<file path="src/rtl/elsr_pkg.sv">
// Shared constants, codes and controller/datapath interface types for the LOOK request scheduler.
`timescale 1ns / 1ps

package elsr_pkg;

  // Floor numbers are six bits wide; the request bitmap has one bit per floor code.
  localparam int FLOOR_W   = 6;
  localparam int MAP_DEPTH = 64;
  localparam int FLOOR_IN_W = 7;
  localparam int STATUS_W  = 3;

  // Highest floor that the car serves.
  localparam int TOP_FLOOR = 63;

  // Start floor after reset.
  localparam logic [FLOOR_W-1:0] START_RESET = 6'd32;

  // Operation codes of an input item.
  localparam logic OP_ADD    = 1'b0;
  localparam logic OP_FINISH = 1'b1;

  // Status codes of a result item.
  localparam logic [STATUS_W-1:0] ST_ACCEPTED  = 3'd0;
  localparam logic [STATUS_W-1:0] ST_DUPLICATE = 3'd1;
  localparam logic [STATUS_W-1:0] ST_RANGE     = 3'd2;
  localparam logic [STATUS_W-1:0] ST_START     = 3'd3;
  localparam logic [STATUS_W-1:0] ST_STOP      = 3'd4;
  localparam logic [STATUS_W-1:0] ST_EMPTY     = 3'd5;

  // Commands from the controller to the datapath.
  typedef struct packed {
    logic take_in;      // capture the input payload
    logic do_add;       // apply an add and load its status result
    logic load_first;   // prepare a schedule: pending stop is the first request
    logic step;         // move the scan pointer within the current run
    logic switch_run;   // start the second run
    logic emit_pend;    // send the pending stop, not the final one
    logic emit_last;    // send the pending stop as the final result
    logic emit_empty;   // send the empty-schedule result
    logic clear_store;  // forget all requests
  } cmd_t;

  // Status from the datapath to the controller.
  typedef struct packed {
    logic out_free;     // output register can take a result this cycle
    logic have_first;   // at least one request is stored
    logic hit;          // floor under the scan pointer is a stop of this run
    logic run_end;      // scan pointer is on the last floor of this run
    logic phase;        // 0 during the first run, 1 during the second
  } sts_t;

endpackage

</file>
<file path="src/rtl/elsr_ctrl.sv">
// Controller state machine of the LOOK request scheduler.
`timescale 1ns / 1ps

module elsr_ctrl (
  input  logic            clk,
  input  logic            rst,
  input  logic            in_valid,
  input  logic            op,
  input  elsr_pkg::sts_t  sts,
  output logic            in_stall,
  output logic            cfg_ready,
  output elsr_pkg::cmd_t  cmd
);

  localparam logic [2:0] S_IDLE  = 3'd0;
  localparam logic [2:0] S_ADD   = 3'd1;
  localparam logic [2:0] S_FIRST = 3'd2;
  localparam logic [2:0] S_SCAN  = 3'd3;
  localparam logic [2:0] S_FLUSH = 3'd4;
  localparam logic [2:0] S_EMPTY = 3'd5;

  logic [2:0] state;
  logic [2:0] state_next;

  // Input and configuration are taken only between items.
  assign in_stall  = (state != S_IDLE);
  assign cfg_ready = (state == S_IDLE);

  // Next state and commands.
  always_comb begin
    cmd        = '0;
    state_next = state;
    unique case (state)
      S_IDLE: begin
        if (in_valid) begin
          cmd.take_in = 1'b1;
          if (op == elsr_pkg::OP_ADD) begin
            state_next = S_ADD;
          end else if (sts.have_first) begin
            state_next = S_FIRST;
          end else begin
            state_next = S_EMPTY;
          end
        end
      end
      S_ADD: begin
        if (sts.out_free) begin
          cmd.do_add = 1'b1;
          state_next = S_IDLE;
        end
      end
      S_FIRST: begin
        cmd.load_first = 1'b1;
        state_next     = S_SCAN;
      end
      S_SCAN: begin
        // A stop found while the output is still full waits where it is.
        if (!(sts.hit && !sts.out_free)) begin
          cmd.emit_pend = sts.hit;
          if (sts.run_end) begin
            if (!sts.phase) begin
              cmd.switch_run = 1'b1;
            end else begin
              state_next = S_FLUSH;
            end
          end else begin
            cmd.step = 1'b1;
          end
        end
      end
      S_FLUSH: begin
        if (sts.out_free) begin
          cmd.emit_last   = 1'b1;
          cmd.clear_store = 1'b1;
          state_next      = S_IDLE;
        end
      end
      S_EMPTY: begin
        if (sts.out_free) begin
          cmd.emit_empty = 1'b1;
          state_next     = S_IDLE;
        end
      end
      default: begin
        state_next = S_IDLE;
      end
    endcase
  end

  // State register.
  always_ff @(posedge clk) begin
    if (rst) begin
      state <= S_IDLE;
    end else begin
      state <= state_next;
    end
  end

`ifndef SYNTHESIS
  // A scan step never passes over a stop that has not been sent.
  a_no_skip: assert property (@(posedge clk) disable iff (rst)
    (cmd.step || cmd.switch_run) && sts.hit |-> cmd.emit_pend)
    else $error("scan moved past an unsent stop");

  // The final stop of a schedule is always followed by an idle controller.
  a_flush_idle: assert property (@(posedge clk) disable iff (rst)
    cmd.emit_last |=> !in_stall)
    else $error("controller not idle after the final stop");

  // The empty result is only sent when nothing is stored.
  a_empty_only: assert property (@(posedge clk) disable iff (rst)
    cmd.emit_empty |-> !sts.have_first)
    else $error("empty result with requests stored");
`endif

endmodule

</file>
<file path="src/rtl/elsr_datapath.sv">
// Datapath of the LOOK request scheduler: request bitmap, scan pointer and output register.
`timescale 1ns / 1ps

module elsr_datapath (
  input  logic                                  clk,
  input  logic                                  rst,
  input  logic                                  cfg_we,
  input  logic [elsr_pkg::FLOOR_W-1:0]          cfg_data,
  input  logic [elsr_pkg::FLOOR_IN_W-1:0]       floor,
  input  elsr_pkg::cmd_t                        cmd,
  input  logic                                  out_stall,
  output elsr_pkg::sts_t                        sts,
  output logic                                  out_valid,
  output logic [elsr_pkg::FLOOR_W-1:0]          stop_floor,
  output logic [elsr_pkg::STATUS_W-1:0]         status,
  output logic                                  last
);

  localparam logic [elsr_pkg::FLOOR_W-1:0] TOP =
    elsr_pkg::FLOOR_W'(elsr_pkg::TOP_FLOOR);
  localparam logic [elsr_pkg::FLOOR_W-1:0] ONE = elsr_pkg::FLOOR_W'(1);

  logic [elsr_pkg::FLOOR_W-1:0]    start_floor;
  logic [elsr_pkg::FLOOR_IN_W-1:0] in_floor;
  logic [elsr_pkg::MAP_DEPTH-1:0]  req_map;
  logic [elsr_pkg::FLOOR_W-1:0]    first_request;
  logic                            have_first;
  logic [elsr_pkg::FLOOR_W-1:0]    ptr;
  logic                            phase;
  logic [elsr_pkg::FLOOR_W-1:0]    pend_floor;

  logic [elsr_pkg::FLOOR_W-1:0]    add_idx;
  logic                            add_range;
  logic [elsr_pkg::STATUS_W-1:0]   add_status;
  logic [elsr_pkg::FLOOR_W-1:0]    add_stop;
  logic                            up_first;
  logic                            dir_up;
  logic                            in_run;
  logic                            out_free;
  logic                            out_load;

  // Start floor register.
  always_ff @(posedge clk) begin
    if (rst) begin
      start_floor <= elsr_pkg::START_RESET;
    end else if (cfg_we) begin
      start_floor <= cfg_data;
    end
  end

  // Input payload capture.
  always_ff @(posedge clk) begin
    if (cmd.take_in) begin
      in_floor <= floor;
    end
  end

  // Classification of an add: range first, then start floor, then duplicate.
  assign add_idx   = in_floor[elsr_pkg::FLOOR_W-1:0];
  assign add_range = (in_floor == '0) ||
                     (in_floor > elsr_pkg::FLOOR_IN_W'(elsr_pkg::TOP_FLOOR));
  assign add_stop  = add_range ? '0 : add_idx;

  always_comb begin
    if (add_range) begin
      add_status = elsr_pkg::ST_RANGE;
    end else if (add_idx == start_floor) begin
      add_status = elsr_pkg::ST_START;
    end else if (req_map[add_idx]) begin
      add_status = elsr_pkg::ST_DUPLICATE;
    end else begin
      add_status = elsr_pkg::ST_ACCEPTED;
    end
  end

  // Request store; a finished schedule empties it.
  always_ff @(posedge clk) begin
    if (rst || cmd.clear_store) begin
      req_map       <= '0;
      have_first    <= 1'b0;
      first_request <= '0;
    end else if (cmd.do_add && (add_status == elsr_pkg::ST_ACCEPTED)) begin
      req_map[add_idx] <= 1'b1;
      if (!have_first) begin
        have_first    <= 1'b1;
        first_request <= add_idx;
      end
    end
  end

  // Run direction: the first run goes towards the first request.
  assign up_first = (first_request > start_floor);
  assign dir_up   = up_first ^ phase;
  assign in_run   = dir_up ? (ptr > start_floor) : (ptr < start_floor);

  // Scan pointer, run phase and pending stop.
  always_ff @(posedge clk) begin
    if (rst) begin
      phase <= 1'b0;
    end else if (cmd.load_first) begin
      phase <= 1'b0;
    end else if (cmd.switch_run) begin
      phase <= 1'b1;
    end
  end

  always_ff @(posedge clk) begin
    if (cmd.load_first) begin
      ptr        <= up_first ? ONE : TOP;
      pend_floor <= first_request;
    end else begin
      if (cmd.switch_run) begin
        ptr <= up_first ? TOP : ONE;
      end else if (cmd.step) begin
        ptr <= dir_up ? (ptr + ONE) : (ptr - ONE);
      end
      if (cmd.emit_pend) begin
        pend_floor <= ptr;
      end
    end
  end

  // Output register; it frees itself when the receiver takes the transfer.
  assign out_free = !out_valid || !out_stall;
  assign out_load = cmd.do_add || cmd.emit_pend || cmd.emit_last || cmd.emit_empty;

  always_ff @(posedge clk) begin
    if (rst) begin
      out_valid <= 1'b0;
    end else if (out_load) begin
      out_valid <= 1'b1;
    end else if (!out_stall) begin
      out_valid <= 1'b0;
    end
  end

  always_ff @(posedge clk) begin
    if (cmd.do_add) begin
      stop_floor <= add_stop;
      status     <= add_status;
      last       <= 1'b1;
    end else if (cmd.emit_pend || cmd.emit_last) begin
      stop_floor <= pend_floor;
      status     <= elsr_pkg::ST_STOP;
      last       <= cmd.emit_last;
    end else if (cmd.emit_empty) begin
      stop_floor <= '0;
      status     <= elsr_pkg::ST_EMPTY;
      last       <= 1'b1;
    end
  end

  // Status to the controller.
  assign sts.out_free   = out_free;
  assign sts.have_first = have_first;
  assign sts.hit        = req_map[ptr] && in_run && (ptr != first_request);
  assign sts.run_end    = dir_up ? (ptr == TOP) : (ptr == ONE);
  assign sts.phase      = phase;

`ifndef SYNTHESIS
  // Floor zero is never stored.
  a_no_floor_zero: assert property (@(posedge clk) disable iff (rst)
    !req_map[0])
    else $error("floor zero stored");

  // The first request is known exactly when the store holds something.
  a_first_map: assert property (@(posedge clk) disable iff (rst)
    have_first == (|req_map))
    else $error("first request flag disagrees with the bitmap");

  // A result is only loaded into a free output register.
  a_load_free: assert property (@(posedge clk) disable iff (rst)
    out_load |-> out_free)
    else $error("result loaded over an untaken transfer");

  // At most one source loads the output register.
  a_one_source: assert property (@(posedge clk) disable iff (rst)
    $onehot0({cmd.do_add, cmd.emit_pend, cmd.emit_last, cmd.emit_empty}))
    else $error("several result sources in one cycle");
`endif

endmodule

</file>
<file path="src/rtl/elevator_look_request_scheduler.sv">
// Top level of the LOOK request scheduler: controller and datapath.
`timescale 1ns / 1ps

// Usage. The car waits at start_floor, written through cfg_valid/cfg_ready/cfg_data
// (reset value 32); write it only while the block is idle. Input transfers carry op and
// floor. An add captures the floor and then, once the output register is free, loads its
// one result (status accepted, duplicate, out of range or start floor) into the output
// register and returns to idle, where the next item can be taken. A finish answers the
// first accepted request, then the stored floors of the run on its side of the start
// floor, then the run on the other side; the final result carries last. With nothing
// stored it answers one empty result. A finish scans the request bitmap one floor per
// cycle over both runs, pausing at a stop while the output is full; no new item is
// taken until the scan ends.
// One result is held in the output register and one stop waits in the datapath, so
// while the receiver holds out_stall the scan pauses at the next stop and nothing is
// lost. in_stall is high while an item is in progress. Reset clears the store and the
// output, and the block is ready in the next cycle. The store is also cleared at the
// end of every finish.
module elevator_look_request_scheduler (
  input  logic                                  clk,
  input  logic                                  rst,
  input  logic                                  cfg_valid,
  output logic                                  cfg_ready,
  input  logic [elsr_pkg::FLOOR_W-1:0]          cfg_data,
  input  logic                                  in_valid,
  output logic                                  in_stall,
  input  logic                                  op,
  input  logic [elsr_pkg::FLOOR_IN_W-1:0]       floor,
  output logic                                  out_valid,
  input  logic                                  out_stall,
  output logic [elsr_pkg::FLOOR_W-1:0]          stop_floor,
  output logic [elsr_pkg::STATUS_W-1:0]         status,
  output logic                                  last
);

  elsr_pkg::cmd_t cmd;
  elsr_pkg::sts_t sts;
  logic           cfg_we;

  // Configuration write completes on the valid/ready transfer.
  assign cfg_we = cfg_valid && cfg_ready;

  // Sequencing of adds and schedule scans.
  elsr_ctrl u_ctrl (
    .clk       (clk),
    .rst       (rst),
    .in_valid  (in_valid),
    .op        (op),
    .sts       (sts),
    .in_stall  (in_stall),
    .cfg_ready (cfg_ready),
    .cmd       (cmd)
  );

  // Request store, scan and result register.
  elsr_datapath u_datapath (
    .clk        (clk),
    .rst        (rst),
    .cfg_we     (cfg_we),
    .cfg_data   (cfg_data),
    .floor      (floor),
    .cmd        (cmd),
    .out_stall  (out_stall),
    .sts        (sts),
    .out_valid  (out_valid),
    .stop_floor (stop_floor),
    .status     (status),
    .last       (last)
  );

endmodule
</file>
<file path="config.mk">
export PLATFORM = sky130hd
export DESIGN_NAME = elevator_look_request_scheduler
export DESIGN_NICKNAME = d
export VERILOG_FILES = /design/src/rtl/elsr_pkg.sv /design/src/rtl/elsr_ctrl.sv /design/src/rtl/elsr_datapath.sv /design/src/rtl/elevator_look_request_scheduler.sv
export SDC_FILE = /design/constraint.sdc
export NUM_CORES = 1
export LEC_CHECK = 0
export BUFFER_PORTS_ARGS = -buffer_cell sky130_fd_sc_hd__buf_2
export CAP_MARGIN = 20
export CELL_PAD_IN_SITES_DETAIL_PLACEMENT = 0
export CELL_PAD_IN_SITES_GLOBAL_PLACEMENT = 2
export CORE_MARGIN = 10
export CORE_UTILIZATION = 42
export CTS_BUF_LIST = sky130_fd_sc_hd__clkbuf_8
export CTS_CLUSTER_DIAMETER = 30
export CTS_CLUSTER_SIZE = 16
export DETAILED_ROUTE_END_ITERATION = 6
export PLACE_DENSITY = 0.9
export SYNTH_ARGS = -nofsm -noshare
export SYNTH_HDL_FRONTEND = slang
export SYNTH_SLANG_ARGS = --single-unit
</file>
<file path="constraint.sdc">
create_clock -name clk -period 3.92 [get_ports clk]
set_input_delay 0.196 -clock clk [delete_from_list [all_inputs] [get_ports clk]]
set_output_delay 0.196 -clock clk [all_outputs]
set_load 0.01 [all_outputs]
</file>
==> flow_summary.html, run 1 <==
<table>
<tr><th>Metric</th><th>Value</th></tr>
<tr><th colspan="2">Status</th></tr>
<tr><td>Outcome</td><td>finished, final reports clean</td></tr>
<tr><th colspan="2">Route</th></tr>
<tr><td>Max Used Layer</td><td>met4</td></tr>
<tr><td>Routed metal-1 wirelength</td><td>7280 um</td></tr>
<tr><td>Total routed wirelength</td><td>16,800 um</td></tr>
<tr><td>Routed Antenna Nets</td><td>0</td></tr>
<tr><td>Total via count in the routed design</td><td>between 4,000 and 5,000</td></tr>
<tr><td>Mean routed wirelength per cell</td><td>around 21 um</td></tr>
<tr><td>DRC marker count from the first detailed-route iteration</td><td>481</td></tr>
<tr><td>Post-detailed-route DRC marker count</td><td>0</td></tr>
<tr><td>Detailed route wirelength on metal3</td><td>1050 um</td></tr>
<tr><td>Detail-routed via count per cell</td><td>5.98</td></tr>
<tr><td>Detailed-router iteration count before antenna repair</td><td>6</td></tr>
<tr><td>Met2 wirelength from detailed routing</td><td>8130 um</td></tr>
<tr><th colspan="2">Critical path</th></tr>
<tr><td>Crit path buffers/inverters</td><td>2</td></tr>
<tr><td>Cell family with most CP delay</td><td>simple AND/OR/NAND/NOR gates</td></tr>
<tr><td>Critical path's slowest cell</td><td>sky130_fd_sc_hd__or4_1</td></tr>
<tr><td>Crit Path Class</td><td>flip-flop to flip-flop</td></tr>
<tr><td>Critical path fanouts, max</td><td>16</td></tr>
<tr><td>Nature of the critical path startpoint</td><td>flip-flop</td></tr>
<tr><td>Data required time of the critical path</td><td>4280 ps</td></tr>
<tr><td>Biggest cell delay along the critical path</td><td>610 ps</td></tr>
<tr><td>CP Data Arrival Time</td><td>4020 ps</td></tr>
<tr><td>Cell chain of the critical path</td><td>buf_4 -&gt; buf_4 -&gt; and2_1 -&gt; a221o_1 -&gt; a222oi_1 -&gt; o22ai_1 -&gt; or4_1 -&gt; nor4_4 -&gt; and2_1 -&gt; a22o_1</td></tr>
<tr><td>Critical Path End Type</td><td>flip-flop</td></tr>
<tr><th colspan="2">Clocking</th></tr>
<tr><td>TritonCTS clock tree</td><td>done</td></tr>
<tr><td>Cell chosen for the clock root</td><td>sky130_fd_sc_hd__clkbuf_8</td></tr>
<tr><td>Clock Pin Slew Worst Setup and Hold Paths</td><td>120 ps</td></tr>
<tr><td>H-tree level count</td><td>3</td></tr>
<tr><td>Number of CTS-inserted buffers</td><td>9</td></tr>
<tr><td>Clock insertion delay at the later pin of the skew report</td><td>410 ps</td></tr>
<tr><td>Clock sinks</td><td>111</td></tr>
<tr><td>Buffer levels on the longest clock path</td><td>2</td></tr>
<tr><th colspan="2">Logic synthesis</th></tr>
<tr><td>Post-synthesis area per instance</td><td>10.4 um^2</td></tr>
<tr><td>Net count of the mapped netlist</td><td>between 600 and 700</td></tr>
<tr><td>Area of the mapped netlist</td><td>5940 um^2</td></tr>
<tr><td>Instance count of the mapped netlist</td><td>574</td></tr>
<tr><td>Count of flip-flops with a built-in enable after synthesis</td><td>28</td></tr>
<tr><td>Area share of and/or/nand/nor cells after synthesis</td><td>0.145</td></tr>
<tr><td>Multiplexer share of the synthesized area</td><td>0.157</td></tr>
<tr><td>Compound-cell area share of the yosys netlist</td><td>0.170</td></tr>
<tr><td>Register bit count reported by yosys</td><td>111</td></tr>
<tr><td>Yosys warns</td><td>0</td></tr>
<tr><td>Post-synthesis adder-cell area fraction</td><td>0.0316</td></tr>
<tr><td>Combinational family with the most area after synthesis</td><td>compound AO/OA/AOI/OAI gates</td></tr>
<tr><td>Count of distinct cell types in the synthesized netlist</td><td>64</td></tr>
<tr><td>Ys flop type</td><td>sky130_fd_sc_hd__dfxtp_1</td></tr>
<tr><td>Sequential element share of the synthesized area</td><td>0.421</td></tr>
<tr><td>Share of synthesized registers carrying an async set or reset</td><td>0</td></tr>
<tr><td>Post-Synth XOR/XNOR Area</td><td>0.0295</td></tr>
<tr><th colspan="2">Timing</th></tr>
<tr><td>Fmax achieved</td><td>273 MHz</td></tr>
<tr><td>Final-report hold violation count</td><td>0</td></tr>
<tr><td>Clock period minus final worst setup slack</td><td>3660 ps</td></tr>
<tr><td>Unrepaired setup endpoints after global routing</td><td>false</td></tr>
<tr><td>Period utilization</td><td>0.933</td></tr>
<tr><td>Transition time at the pin with the least slew margin</td><td>983 ps</td></tr>
<tr><td>Setup Total Neg Slack</td><td>0 ps</td></tr>
<tr><td>Final setup violation count</td><td>0</td></tr>
<tr><td>Relative slew slack</td><td>0.343</td></tr>
<tr><td>Total count of max-transition violations in the final report</td><td>0</td></tr>
<tr><td>Worst clock skew on the final layout</td><td>around 22 ps</td></tr>
<tr><td>Crit path setup slack, layout</td><td>262 ps</td></tr>
<tr><th colspan="2">Final layout</th></tr>
<tr><td>Post-Route Utilization</td><td>0.481</td></tr>
<tr><td>Total number of nets in the final design</td><td>approximately 640</td></tr>
<tr><td>Fraction of final layout cells sized beyond drive strength 1</td><td>0.191</td></tr>
<tr><td>Antenna cells</td><td>0</td></tr>
<tr><td>Layout area overhead</td><td>12.3%</td></tr>
<tr><th colspan="2">Floorplan</th></tr>
<tr><td>Boundary Pins</td><td>32</td></tr>
<tr><td>Number of placement rows</td><td>43</td></tr>
<tr><td>Starting density of the core</td><td>0.428</td></tr>
<tr><td>Die outline area</td><td>19,300 um^2</td></tr>
<tr><td>Area of the core</td><td>13,900 um^2</td></tr>
<tr><td>Vertical die dimension</td><td>~140 um</td></tr>
<tr><td>Die Span X</td><td>around 140 um</td></tr>
<tr><th colspan="2">Worst hold path</th></tr>
<tr><td>Classification of the worst-slack hold path</td><td>primary input to flip-flop</td></tr>
<tr><th colspan="2">GRT</th></tr>
<tr><td>Overflow after GRT</td><td>0</td></tr>
<tr><td>Antenna violations before repair</td><td>0</td></tr>
<tr><td>Maximum number of pins on one net before global-route repair</td><td>34</td></tr>
<tr><td>Wire length of the first global-routing pass</td><td>26,500 um</td></tr>
<tr><td>GRT Overall Usage</td><td>0.170</td></tr>
<tr><td>Vias in the first global route</td><td>4,755</td></tr>
<tr><th colspan="2">Power</th></tr>
<tr><td>Maximum vdd drop</td><td>304 uV</td></tr>
<tr><td>Leakage power summed over all cells</td><td>2.59 nW</td></tr>
<tr><td>Power density relative to cell area</td><td>415 nW/um^2</td></tr>
<tr><th colspan="2">Placed design</th></tr>
<tr><td>Detailed Place HPWL</td><td>approximately 12,000 um</td></tr>
<tr><td>Pre-CTS setup slack</td><td>approximately 120 ps</td></tr>
<tr><td>Final Wtd Congestion</td><td>0.910</td></tr>
<tr><td>I/O Buffers</td><td>31</td></tr>
<tr><th colspan="2">Run</th></tr>
<tr><td>Total of max-cap violations</td><td>0</td></tr>
</table>
==> area by class of cell <==
class / instances / area, um^2
inverters: 17 / 63.8
flip-flops and latches: 111 / 2500
multi-input cells: 397 / 3180
clock buffers: 10 / 138
fillers: 1323 / 7210
repair buffers: 71 / 485
clock inverters: 6 / 77.6
well taps: 180 / 225
==> synthesized netlist by cell type (all sizes together) (7+ instances only) <==
library cell  instances  area, um^2
nor2b                 8        50.1
a32o                 23         230
buf                  23         111
clkbuf               26        97.6
edfxtp               28         841
nor3b                 7        52.6
dfxtp                83        1660
ha                   15         188
inv                  17        63.8
nor3                  7        40.0
nor2                 25        93.8
nand2                55         211
nand3                 8        40.0
a22o                 30         263
xnor2                11        96.3
o21ai                34         170
a21oi                14        70.1
and2                 11        68.8
mux4                 20         454
xor2                  9        78.8
mux2i                41         410
==> metrics by stage <==
step	power, mW	hold WS (ps)	instances	cell area [um^2]
floorplan	1.79	295	574	5940
CTS	2.76	32.1	787	6620
global placement	2.01	372	764	6330
detailed placement	2.02	374	764	6330
global route	2.90	55.6	792	6670
finish	2.77	32.9	792	6670
==> tightest hold or removal path, delay by kind of cell <==
family | cells | cell delay, ps
AND/OR/NAND/NOR | 1 | 70
multiplexers | 1 | 50
buffers and inverters | 1 | 80
==> timing repair <==
action / in CTS / in global routing
buffers inserted: 0 / 5
endpoints found under the setup margin: 0 / 47
endpoints found under the hold margin: 7 / 0
resized for setup: 0 / 1
hold buffers: 7 / 0
==> kinds of logic (layout without fill, tap and decap cells) <==
logic type,count (synthesis),in the layout
DFF,111,111
adders and majority gates,15,15
and+or+nand+nor,159,159
muxes,67,67
buffers and inverters,66,104
AOI/OAI and AO/OA,136,136
xor gates and xnor gates,20,20
==> power breakdown <==
group / switching (mW) / internal (mW) / total [mW] / leakage, nW
Clock: 0.427 / 0.323 / 0.750 / 0.110
Combinational: 0.412 / 0.270 / 0.682 / 1.55
Sequential: 0.0681 / 1.27 / 1.33 / 0.931
==> final timing paths <==
kind | startpoint | end | slack (ps) | cells past startpoint
hold reg to reg | u_datapath.req_map[63] | u_datapath.req_map[63] | 470 | 2
hold / removal | cfg_data[3] | u_datapath.start_floor[3] | 30 | 3
setup reg to reg | u_datapath.in_floor[1] | u_datapath.req_map[3] | 260 | 10
setup / recovery | u_datapath.in_floor[1] | u_datapath.req_map[3] | 260 | 10
==> per-layer routing <==
layer	global-route usage	vias up
met3	0.0462	25
met4	0.0533	0
met2	0.279	170
li1	-	2212
met5	0	-
met1	0.212	2328
==> state kept, by name, summed over array words and instances, names as in the netlist <==
signal,cells
u_datapath.start_floor,6
u_datapath.pend_floor,6
u_ctrl.state,3
u_datapath.ptr,6
u_datapath.have_first,1
u_datapath.first_request,6
u_datapath.last,1
u_datapath.in_floor,7
u_datapath.status,3
u_datapath.stop_floor,6
u_datapath.phase,1
u_datapath.out_valid,1
u_datapath.req_map,64
==> layout by cell type, fill, tap and decap left out, types with 17 or more instances in the layout <==
master | Yosys | routed
sky130_fd_sc_hd__inv_1 | 17 | 17
sky130_fd_sc_hd__nor2_1 | 25 | 25
sky130_fd_sc_hd__mux2i_1 | 41 | 41
sky130_fd_sc_hd__mux4_2 | 19 | 19
sky130_fd_sc_hd__edfxtp_1 | 28 | 28
sky130_fd_sc_hd__a22o_1 | 30 | 30
sky130_fd_sc_hd__buf_4 | 2 | 32
sky130_fd_sc_hd__dfxtp_1 | 83 | 83
sky130_fd_sc_hd__o21ai_0 | 26 | 26
sky130_fd_sc_hd__a32o_1 | 23 | 23
sky130_fd_sc_hd__buf_2 | 8 | 31
sky130_fd_sc_hd__nand2_1 | 53 | 53
(Power assumes the default switching activity.)
==> run 2: changes to the inputs <==
--- a/config.mk
+++ b/config.mk
@@ -5,12 +5,13 @@
 export SDC_FILE = /design/constraint.sdc
 export NUM_CORES = 1
 export LEC_CHECK = 0
+export ABC_AREA = 1
 export BUFFER_PORTS_ARGS = -buffer_cell sky130_fd_sc_hd__buf_2
 export CAP_MARGIN = 20
 export CELL_PAD_IN_SITES_DETAIL_PLACEMENT = 0
 export CELL_PAD_IN_SITES_GLOBAL_PLACEMENT = 2
 export CORE_MARGIN = 10
-export CORE_UTILIZATION = 42
+export CORE_UTILIZATION = 36
 export CTS_BUF_LIST = sky130_fd_sc_hd__clkbuf_8
 export CTS_CLUSTER_DIAMETER = 30
 export CTS_CLUSTER_SIZE = 16
==> flow_summary.html, run 2 <==
<table>
<tr><th>Metric</th><th>Value</th></tr>
<tr><th colspan="2">Logic synthesis</th></tr>
<tr><td>Cell accounting for the most synthesized area</td><td>sky130_fd_sc_hd__dfxtp_1</td></tr>
<tr><td>Area contributors post-synth</td><td>sky130_fd_sc_hd__dfxtp_1 (26%), sky130_fd_sc_hd__nand2_1 (16%), sky130_fd_sc_hd__edfxtp_1 (13%), sky130_fd_sc_hd__nor2_1 (8.0%), sky130_fd_sc_hd__a21oi_1 (5.9%)</td></tr>
<tr><td>Net count of the mapped netlist</td><td>1,005</td></tr>
<tr><td>Area share of the leading cell type in the synthesized netlist</td><td>0.256</td></tr>
<tr><td>Share of synthesized registers carrying an async set or reset</td><td>0</td></tr>
<tr><td>Area of the mapped netlist</td><td>6490 um^2</td></tr>
<tr><td>Count of distinct cell types in the synthesized netlist</td><td>32</td></tr>
<tr><td>Ys flop type</td><td>sky130_fd_sc_hd__dfxtp_1</td></tr>
<tr><td>Sequential element share of the synthesized area</td><td>0.385</td></tr>
<tr><td>Synth top cells by count</td><td>sky130_fd_sc_hd__nand2_1 (284), sky130_fd_sc_hd__nor2_1 (139), sky130_fd_sc_hd__inv_1 (101)</td></tr>
<tr><td>Count of flip-flops with a built-in enable after synthesis</td><td>28</td></tr>
<tr><td>Yosys warns</td><td>0</td></tr>
<tr><td>Instance count of the mapped netlist</td><td>about 1,000</td></tr>
<tr><td>Register bit count reported by yosys</td><td>111</td></tr>
<tr><td>Most instantiated library cell after synthesis</td><td>sky130_fd_sc_hd__nand2_1</td></tr>
<tr><td>Post-synthesis area per instance</td><td>6.69 um^2</td></tr>
<tr><th colspan="2">Critical path</th></tr>
<tr><td>Critical path fanouts, max</td><td>15</td></tr>
<tr><td>Crit Path Class</td><td>flip-flop to flip-flop</td></tr>
<tr><td>CP Data Arrival Time</td><td>3140 ps</td></tr>
<tr><td>Biggest cell delay along the critical path</td><td>~570 ps</td></tr>
<tr><td>Cell chain of the critical path</td><td>clkinv_1 -&gt; nand3_1 -&gt; nand2_1 -&gt; nand2_1 -&gt; nand2_1 -&gt; o21ai_0 -&gt; o21ai_1 -&gt; nor2_1 -&gt; nand4_1 -&gt; nand3_1</td></tr>
<tr><td>Nature of the critical path startpoint</td><td>flip-flop</td></tr>
<tr><td>Data required time of the critical path</td><td>3970 ps</td></tr>
<tr><td>Critical path's slowest cell</td><td>sky130_fd_sc_hd__clkinv_1</td></tr>
<tr><td>Critical Path End Type</td><td>flip-flop</td></tr>
<tr><td>Crit-path most repeated cell</td><td>sky130_fd_sc_hd__nand2_1</td></tr>
<tr><th colspan="2">Timing</th></tr>
<tr><td>Worst clock skew on the final layout</td><td>19.9 ps</td></tr>
<tr><td>Final setup violation count</td><td>0</td></tr>
<tr><td>Clock period minus final worst setup slack</td><td>3090 ps</td></tr>
<tr><td>Relative slew slack</td><td>0.353</td></tr>
<tr><td>Setup Total Neg Slack</td><td>0 ps</td></tr>
<tr><td>Unrepaired setup endpoints after global routing</td><td>false</td></tr>
<tr><td>Period utilization</td><td>0.787</td></tr>
<tr><td>Total count of max-transition violations in the final report</td><td>0</td></tr>
<tr><td>Fmax achieved</td><td>approximately 320 MHz</td></tr>
<tr><td>Crit path setup slack, layout</td><td>834 ps</td></tr>
<tr><td>Transition time at the pin with the least slew margin</td><td>970 ps</td></tr>
<tr><td>Final-report hold violation count</td><td>0</td></tr>
<tr><td>Smallest hold slack</td><td>34.0 ps</td></tr>
<tr><th colspan="2">Final layout</th></tr>
<tr><td>Area used by multi-input combinational logic</td><td>about 3300 um^2</td></tr>
<tr><td>Largest registers</td><td>u_datapath.req_map x64, u_datapath.in_floor x7</td></tr>
<tr><td>Fill count</td><td>roughly 1,900</td></tr>
<tr><td>Commonest cells after routing, fill and taps aside</td><td>sky130_fd_sc_hd__nand2_1 (284), sky130_fd_sc_hd__nor2_1 (139), sky130_fd_sc_hd__inv_1 (100)</td></tr>
<tr><td>Most frequent standard cell in the layout excluding fill and tap cells</td><td>sky130_fd_sc_hd__nand2_1</td></tr>
<tr><td>Final Cell Area</td><td>around 7000 um^2</td></tr>
<tr><td>Post-route non-filler standard cell count</td><td>about 1,200</td></tr>
<tr><td>Footprint of the flip-flops and latches</td><td>roughly 2500 um^2</td></tr>
<tr><td>Flip-flop count of the largest register after layout</td><td>64</td></tr>
<tr><td>Fraction of final layout cells sized beyond drive strength 1</td><td>0.0997</td></tr>
<tr><td>Top register by number of flip-flops</td><td>u_datapath.req_map</td></tr>
<tr><td>Antenna cells</td><td>0</td></tr>
<tr><td>Layout area overhead</td><td>8.05%</td></tr>
<tr><td>Post-Route Utilization</td><td>0.393</td></tr>
<tr><td>Total number of nets in the final design</td><td>1,022</td></tr>
<tr><th colspan="2">Placed design</th></tr>
<tr><td>Detailed Place HPWL</td><td>13,800 um</td></tr>
<tr><td>I/O Buffers</td><td>31</td></tr>
<tr><td>Standard cell area after detailed placement</td><td>between 6000 and 7000 um^2</td></tr>
<tr><td>Cell count after placement</td><td>1,199</td></tr>
<tr><td>Final Wtd Congestion</td><td>0.855</td></tr>
<tr><td>Pre-CTS setup slack</td><td>904 ps</td></tr>
<tr><th colspan="2">Clocking</th></tr>
<tr><td>Resize count post-CTS</td><td>0</td></tr>
<tr><td>Buffer levels on the longest clock path</td><td>2</td></tr>
<tr><td>Clock Pin Slew Worst Setup and Hold Paths</td><td>130 ps</td></tr>
<tr><td>Clock insertion delay at the later pin of the skew report</td><td>410 ps</td></tr>
<tr><td>H-tree level count</td><td>3</td></tr>
<tr><td>TritonCTS clock tree</td><td>done</td></tr>
<tr><td>Number of CTS-inserted buffers</td><td>9</td></tr>
<tr><td>Clock sinks</td><td>111</td></tr>
<tr><td>Cell chosen for the clock root</td><td>sky130_fd_sc_hd__clkbuf_8</td></tr>
<tr><th colspan="2">Floorplan</th></tr>
<tr><td>Vertical die dimension</td><td>154 um</td></tr>
<tr><td>Die Span X</td><td>roughly 150 um</td></tr>
<tr><td>Area of the core</td><td>17,800 um^2</td></tr>
<tr><td>Starting density of the core</td><td>0.364</td></tr>
<tr><td>Number of placement rows</td><td>49</td></tr>
<tr><td>Die outline area</td><td>23,800 um^2</td></tr>
<tr><td>Boundary Pins</td><td>32</td></tr>
<tr><th colspan="2">Power</th></tr>
<tr><td>Power density relative to cell area</td><td>656 nW/um^2</td></tr>
<tr><td>Overall power consumption</td><td>approximately 4.6 mW</td></tr>
<tr><td>Leakage power summed over all cells</td><td>~2.7 nW</td></tr>
<tr><td>Maximum vdd drop</td><td>370 uV</td></tr>
<tr><th colspan="2">Route</th></tr>
<tr><td>Mean routed wirelength per cell</td><td>roughly 16 um</td></tr>
<tr><td>Post-detailed-route DRC marker count</td><td>0</td></tr>
<tr><td>Routed Antenna Nets</td><td>0</td></tr>
<tr><td>Detail-routed via count per cell</td><td>5.04</td></tr>
<tr><td>Detailed-router iteration count before antenna repair</td><td>5</td></tr>
<tr><td>DRC marker count from the first detailed-route iteration</td><td>570</td></tr>
<tr><td>Total via count in the routed design</td><td>approximately 6,200</td></tr>
<tr><td>Total routed wirelength</td><td>20,000 um</td></tr>
<tr><th colspan="2">Run</th></tr>
<tr><td>Total of max-cap violations</td><td>0</td></tr>
<tr><th colspan="2">Worst hold path</th></tr>
<tr><td>Classification of the worst-slack hold path</td><td>primary input to flip-flop</td></tr>
<tr><th colspan="2">GRT</th></tr>
<tr><td>Wire length of the first global-routing pass</td><td>32,200 um</td></tr>
<tr><td>GRT Overall Usage</td><td>0.167</td></tr>
<tr><td>Vias in the first global route</td><td>5,757</td></tr>
<tr><td>Overflow after GRT</td><td>0</td></tr>
<tr><td>Antenna violations before repair</td><td>0</td></tr>
<tr><td>Maximum number of pins on one net before global-route repair</td><td>between 40 and 50</td></tr>
<tr><th colspan="2">Status</th></tr>
<tr><td>Outcome</td><td>finished, final reports clean</td></tr>
</table>
==> run 2: cell types whose count changed in the layout (fill, tap and decap cells not counted), moves of 23 or more <==
cell / delta
sky130_fd_sc_hd__a21oi_1: +63
sky130_fd_sc_hd__a22o_1: -30
sky130_fd_sc_hd__a32o_1: -23
sky130_fd_sc_hd__buf_4: -23
sky130_fd_sc_hd__inv_1: +83
sky130_fd_sc_hd__mux2i_1: -41
sky130_fd_sc_hd__nand2_1: +231
sky130_fd_sc_hd__nand3_1: +55
sky130_fd_sc_hd__nor2_1: +114
==> run 2: final cells by class <==
cell class / count / share of cell area
Clock inverter: 7 / 0.0103
Sequential cell: 111 / 0.357
Timing Repair Buffer: 47 / 0.0417
Multi-Input combinational cell: 707 / 0.473
Inverter: 112 / 0.0603
Clock buffer: 9 / 0.0177
Tap cell: 229 / 0.0408
==> run 2: worst max-delay path: cells and delay by family (launching register included) <==
| family | cells | cell delay [ps] |
|---|---|---|
| and+or+nand+nor | 7 | 1500 |
| buffers and inverters | 1 | 570 |
| AOI/OAI and AO/OA | 2 | 250 |
| DFF | 1 | 390 |
==> run 2: path summary, 6_finish.rpt <==
path                                        startpoint                         to  slack [ps]  cells after the start
worst min register to register  u_datapath.req_map[14]     u_datapath.req_map[14]         480                      2
worst max-delay path                 u_datapath.ptr[1]   u_datapath.stop_floor[1]         830                     10
worst max register to register       u_datapath.ptr[1]   u_datapath.stop_floor[1]         830                     10
worst min-delay path                       cfg_data[5]  u_datapath.start_floor[5]          30                      3
==> run 2: kinds of logic (layout without fill, tap and decap cells) <==
| kind of cell | Yosys count | in the layout | share of synthesized area |
|---|---|---|---|
| adder cells (fa/ha/maj) | 15 | 15 | 0.0289 |
| buffers and inverters | 153 | 175 | 0.104 |
| flip-flops | 111 | 111 | 0.385 |
| AND/OR/NAND/NOR | 531 | 531 | 0.341 |
| AO/OA/AOI/OAI | 152 | 152 | 0.128 |
| XOR/XNOR | 9 | 9 | 0.0121 |
==> run 2: what timing repair did <==
action,CTS,global route
setup buffers,0,0
hold endpoints to repair,7,0
hold buffers,7,0
==> run 2: power breakdown <==
part           switching [mW]  internal, mW  total, mW
registers               0.200          1.45       1.65
clock network           0.467         0.253      0.720
logic                    1.60         0.638       2.24
total                    2.27          2.34       4.60
==> run 2: routing by layer <==
layer | global-route usage | wire [um]
met1 | 0.237 | 9830
met2 | 0.254 | 8920
met3 | 0.0236 | 959
met4 | 0.0535 | 296
met5 | 0 | 0
==> run 3: changes to the inputs <==
==> constraint.sdc (replaced) <==
create_clock -name clk -period 2.9 [get_ports clk]
set_input_delay 0.145 -clock clk [delete_from_list [all_inputs] [get_ports clk]]
set_output_delay 0.145 -clock clk [all_outputs]
set_load 0.01 [all_outputs]
==> flow_summary.html, run 3 (synthesized netlist as in run 2, its figures left out) <==
<table>
<tr><th>Metric</th><th>Value</th></tr>
<tr><th colspan="2">Status</th></tr>
<tr><td>Outcome</td><td>finished, final reports clean</td></tr>
<tr><th colspan="2">Worst hold path</th></tr>
<tr><td>Hold worst-path end</td><td>u_datapath.start_floor[5]</td></tr>
<tr><td>Worst hold path depth</td><td>3</td></tr>
<tr><td>Classification of the worst-slack hold path</td><td>primary input to flip-flop</td></tr>
<tr><td>Start point of the worst hold path</td><td>cfg_data[5]</td></tr>
<tr><th colspan="2">Critical path</th></tr>
<tr><td>Cell chain of the critical path</td><td>inv_1 -&gt; ha_1 -&gt; nand2_1 -&gt; nor2_1 -&gt; nand2_1 -&gt; nand3_1 -&gt; nand2_1 -&gt; nand2_1 -&gt; nand2_1 -&gt; nand2_1 -&gt; nand3_1 -&gt; nor2_4 -&gt; nand4_1 -&gt; nand2_1</td></tr>
<tr><td>Data required time of the critical path</td><td>2990 ps</td></tr>
<tr><td>Crit path buffers/inverters</td><td>1</td></tr>
<tr><td>Reg-to-reg endpoint</td><td>u_datapath.pend_floor[2]</td></tr>
<tr><td>Critical path fanouts, max</td><td>6</td></tr>
<tr><td>Crit-path most repeated cell</td><td>sky130_fd_sc_hd__nand2_1</td></tr>
<tr><td>Nature of the critical path startpoint</td><td>flip-flop</td></tr>
<tr><td>Biggest cell delay along the critical path</td><td>370 ps</td></tr>
<tr><td>Crit Path Class</td><td>flip-flop to flip-flop</td></tr>
<tr><td>Critical Path End Type</td><td>flip-flop</td></tr>
<tr><td>Critical R2R Launch</td><td>u_datapath.start_floor[5]</td></tr>
<tr><td>Cell family with most CP delay</td><td>simple AND/OR/NAND/NOR gates</td></tr>
<tr><td>CP Data Arrival Time</td><td>roughly 2800 ps</td></tr>
<tr><td>Logic depth of the worst register-to-register path</td><td>14</td></tr>
<tr><td>Critical path's slowest cell</td><td>sky130_fd_sc_hd__dfxtp_1</td></tr>
<tr><td>Register-to-Register Setup Slack</td><td>roughly 230 ps</td></tr>
<tr><th colspan="2">GRT</th></tr>
<tr><td>Wire length of the first global-routing pass</td><td>32,400 um</td></tr>
<tr><td>Overflow after GRT</td><td>0</td></tr>
<tr><td>GRT Overall Usage</td><td>0.168</td></tr>
<tr><td>Antenna violations before repair</td><td>0</td></tr>
<tr><td>Vias in the first global route</td><td>5,858</td></tr>
<tr><td>Maximum number of pins on one net before global-route repair</td><td>40</td></tr>
<tr><th colspan="2">Floorplan</th></tr>
<tr><td>Starting density of the core</td><td>0.364</td></tr>
<tr><td>Vertical die dimension</td><td>about 150 um</td></tr>
<tr><td>Area of the core</td><td>17,800 um^2</td></tr>
<tr><td>Number of placement rows</td><td>49</td></tr>
<tr><td>Die Span X</td><td>154 um</td></tr>
<tr><td>Die outline area</td><td>23,800 um^2</td></tr>
<tr><td>Boundary Pins</td><td>32</td></tr>
<tr><th colspan="2">Clocking</th></tr>
<tr><td>Cell chosen for the clock root</td><td>sky130_fd_sc_hd__clkbuf_8</td></tr>
<tr><td>H-tree level count</td><td>3</td></tr>
<tr><td>Clock insertion delay at the later pin of the skew report</td><td>410 ps</td></tr>
<tr><td>Number of CTS-inserted buffers</td><td>9</td></tr>
<tr><td>TritonCTS clock tree</td><td>done</td></tr>
<tr><td>Clock sinks</td><td>111</td></tr>
<tr><td>Clock Pin Slew Worst Setup and Hold Paths</td><td>110 ps</td></tr>
<tr><td>Buffer levels on the longest clock path</td><td>2</td></tr>
<tr><th colspan="2">Timing</th></tr>
<tr><td>Period utilization</td><td>0.921</td></tr>
<tr><td>Fmax achieved</td><td>around 370 MHz</td></tr>
<tr><td>Setup Total Neg Slack</td><td>0 ps</td></tr>
<tr><td>Unrepaired setup endpoints after global routing</td><td>false</td></tr>
<tr><td>Worst clock skew on the final layout</td><td>16.4 ps</td></tr>
<tr><td>Relative slew slack</td><td>0.541</td></tr>
<tr><td>Total count of max-transition violations in the final report</td><td>0</td></tr>
<tr><td>Final setup violation count</td><td>0</td></tr>
<tr><td>Final-report hold violation count</td><td>0</td></tr>
<tr><td>Clock period minus final worst setup slack</td><td>about 2700 ps</td></tr>
<tr><td>Transition time at the pin with the least slew margin</td><td>685 ps</td></tr>
<tr><th colspan="2">Final layout</th></tr>
<tr><td>Fill count</td><td>1,927</td></tr>
<tr><td>Total number of nets in the final design</td><td>1,050</td></tr>
<tr><td>Final Cell Area</td><td>~7300 um^2</td></tr>
<tr><td>Commonest cells after routing, fill and taps aside</td><td>sky130_fd_sc_hd__nand2_1 (282), sky130_fd_sc_hd__nor2_1 (138), sky130_fd_sc_hd__inv_1 (101)</td></tr>
<tr><td>Largest registers</td><td>u_datapath.req_map x64, u_datapath.in_floor x7</td></tr>
<tr><td>Most frequent standard cell in the layout excluding fill and tap cells</td><td>sky130_fd_sc_hd__nand2_1</td></tr>
<tr><td>Flip-flop count of the largest register after layout</td><td>64</td></tr>
<tr><td>Layout area overhead</td><td>12.5%</td></tr>
<tr><td>Top register by number of flip-flops</td><td>u_datapath.req_map</td></tr>
<tr><td>Antenna cells</td><td>0</td></tr>
<tr><td>Fraction of final layout cells sized beyond drive strength 1</td><td>0.127</td></tr>
<tr><th colspan="2">Route</th></tr>
<tr><td>Detailed-router iteration count before antenna repair</td><td>5</td></tr>
<tr><td>Max Used Layer</td><td>met4</td></tr>
<tr><td>Routed metal-1 wirelength</td><td>10,300 um</td></tr>
<tr><td>Total via count in the routed design</td><td>6,126</td></tr>
<tr><td>Post-detailed-route DRC marker count</td><td>0</td></tr>
<tr><td>Detailed route wirelength on metal3</td><td>680 um</td></tr>
<tr><td>Mean routed wirelength per cell</td><td>~16 um</td></tr>
<tr><td>Met2 wirelength from detailed routing</td><td>9100 um</td></tr>
<tr><td>Total routed wirelength</td><td>20,300 um</td></tr>
<tr><td>DRC marker count from the first detailed-route iteration</td><td>558</td></tr>
<tr><td>Detail-routed via count per cell</td><td>4.90</td></tr>
<tr><td>Routed Antenna Nets</td><td>0</td></tr>
<tr><th colspan="2">Placed design</th></tr>
<tr><td>I/O Buffers</td><td>31</td></tr>
<tr><td>Final Wtd Congestion</td><td>0.837</td></tr>
<tr><td>Detailed Place HPWL</td><td>14,200 um</td></tr>
<tr><td>Standard cell area after detailed placement</td><td>7040 um^2</td></tr>
<tr><th colspan="2">Power</th></tr>
<tr><td>Power density relative to cell area</td><td>885 nW/um^2</td></tr>
<tr><td>Leakage power summed over all cells</td><td>2.90 nW</td></tr>
<tr><td>Maximum vdd drop</td><td>about 570 uV</td></tr>
<tr><th colspan="2">Run</th></tr>
<tr><td>Total of max-cap violations</td><td>0</td></tr>
</table>
-- run 3: changes by cell type in the layout (fill, tap and decap cells not counted), moves of 2 or more --
cell	delta
sky130_fd_sc_hd__buf_12	+7
sky130_fd_sc_hd__buf_4	+21
sky130_fd_sc_hd__clkinvlp_4	+2
sky130_fd_sc_hd__inv_6	-2
sky130_fd_sc_hd__inv_8	-2
sky130_fd_sc_hd__nand2_1	-2
sky130_fd_sc_hd__nand2_2	+2
-- run 3: routing by layer --
| layer | vias up | global-route usage |
|---|---|---|
| met4 | 0 | 0.0414 |
| met5 | - | 0 |
| li1 | 3182 | - |
| met2 | 106 | 0.258 |
| met1 | 2820 | 0.240 |
| met3 | 18 | 0.0225 |
-- run 3: worst reg2reg max path: cells and delay by family, from the launching register on --
kind          cells  cell delay (ps)
buf+inv           1              100
simple gates     12             1590
fa+ha+maj         1              300
flops             1              370
-- run 3: layout make-up --
class,count,area (um^2),share of cell area
clock buffers,9,124,0.0169
clock inverters,7,48.8,0.00668
inverters,112,423,0.0579
multi-input cells,707,3330,0.456
flip-flops and latches,111,2500,0.342
well taps,229,287,0.0392
repair buffers,75,591,0.0808
-- run 3: worst max-delay path by stage --
stage	start	end	slack (ps)	cells past startpoint
after global routing	u_datapath.start_floor[5]	u_datapath.stop_floor[3]	20	16
after detailed placement	u_datapath.start_floor[5]	u_datapath.status[1]	150	14
after CTS	u_datapath.start_floor[5]	u_datapath.stop_floor[3]	120	14
after global placement	u_datapath.ptr[0]	u_datapath.status[1]	230	12
after floorplan	u_datapath.ptr[0]	u_datapath.status[0]	520	13
final	u_datapath.start_floor[5]	u_datapath.pend_floor[2]	230	14
-- run 3: through the flow --
stage / setup slack (ps) / instances / power [mW] / util / hold WS [ps]
floorplan: 524 / 971 / 4.33 / - / 244
global placement: 231 / 1226 / 5.54 / 0.395 / 322
detailed placement: 150 / 1226 / 5.50 / 0.395 / 323
CTS: 116 / 1249 / 6.45 / 0.408 / 0.970
global route: 19.4 / 1250 / 6.98 / 0.410 / 20.8
finish: 230 / 1250 / 6.47 / 0.410 / 7.55
-- run 3: timing repair --
action,CTS,global route
buffers inserted,0,1
endpoints found under the setup margin,0,25
hold endpoints to repair,7,0
hold buffers,7,0
resized for setup,0,5
-- run 3: report_power, final --
group,internal [mW],switching (mW),total [mW]
Sequential,1.95,0.198,2.15
Clock,0.314,0.609,0.923
Combinational,1.09,2.30,3.39
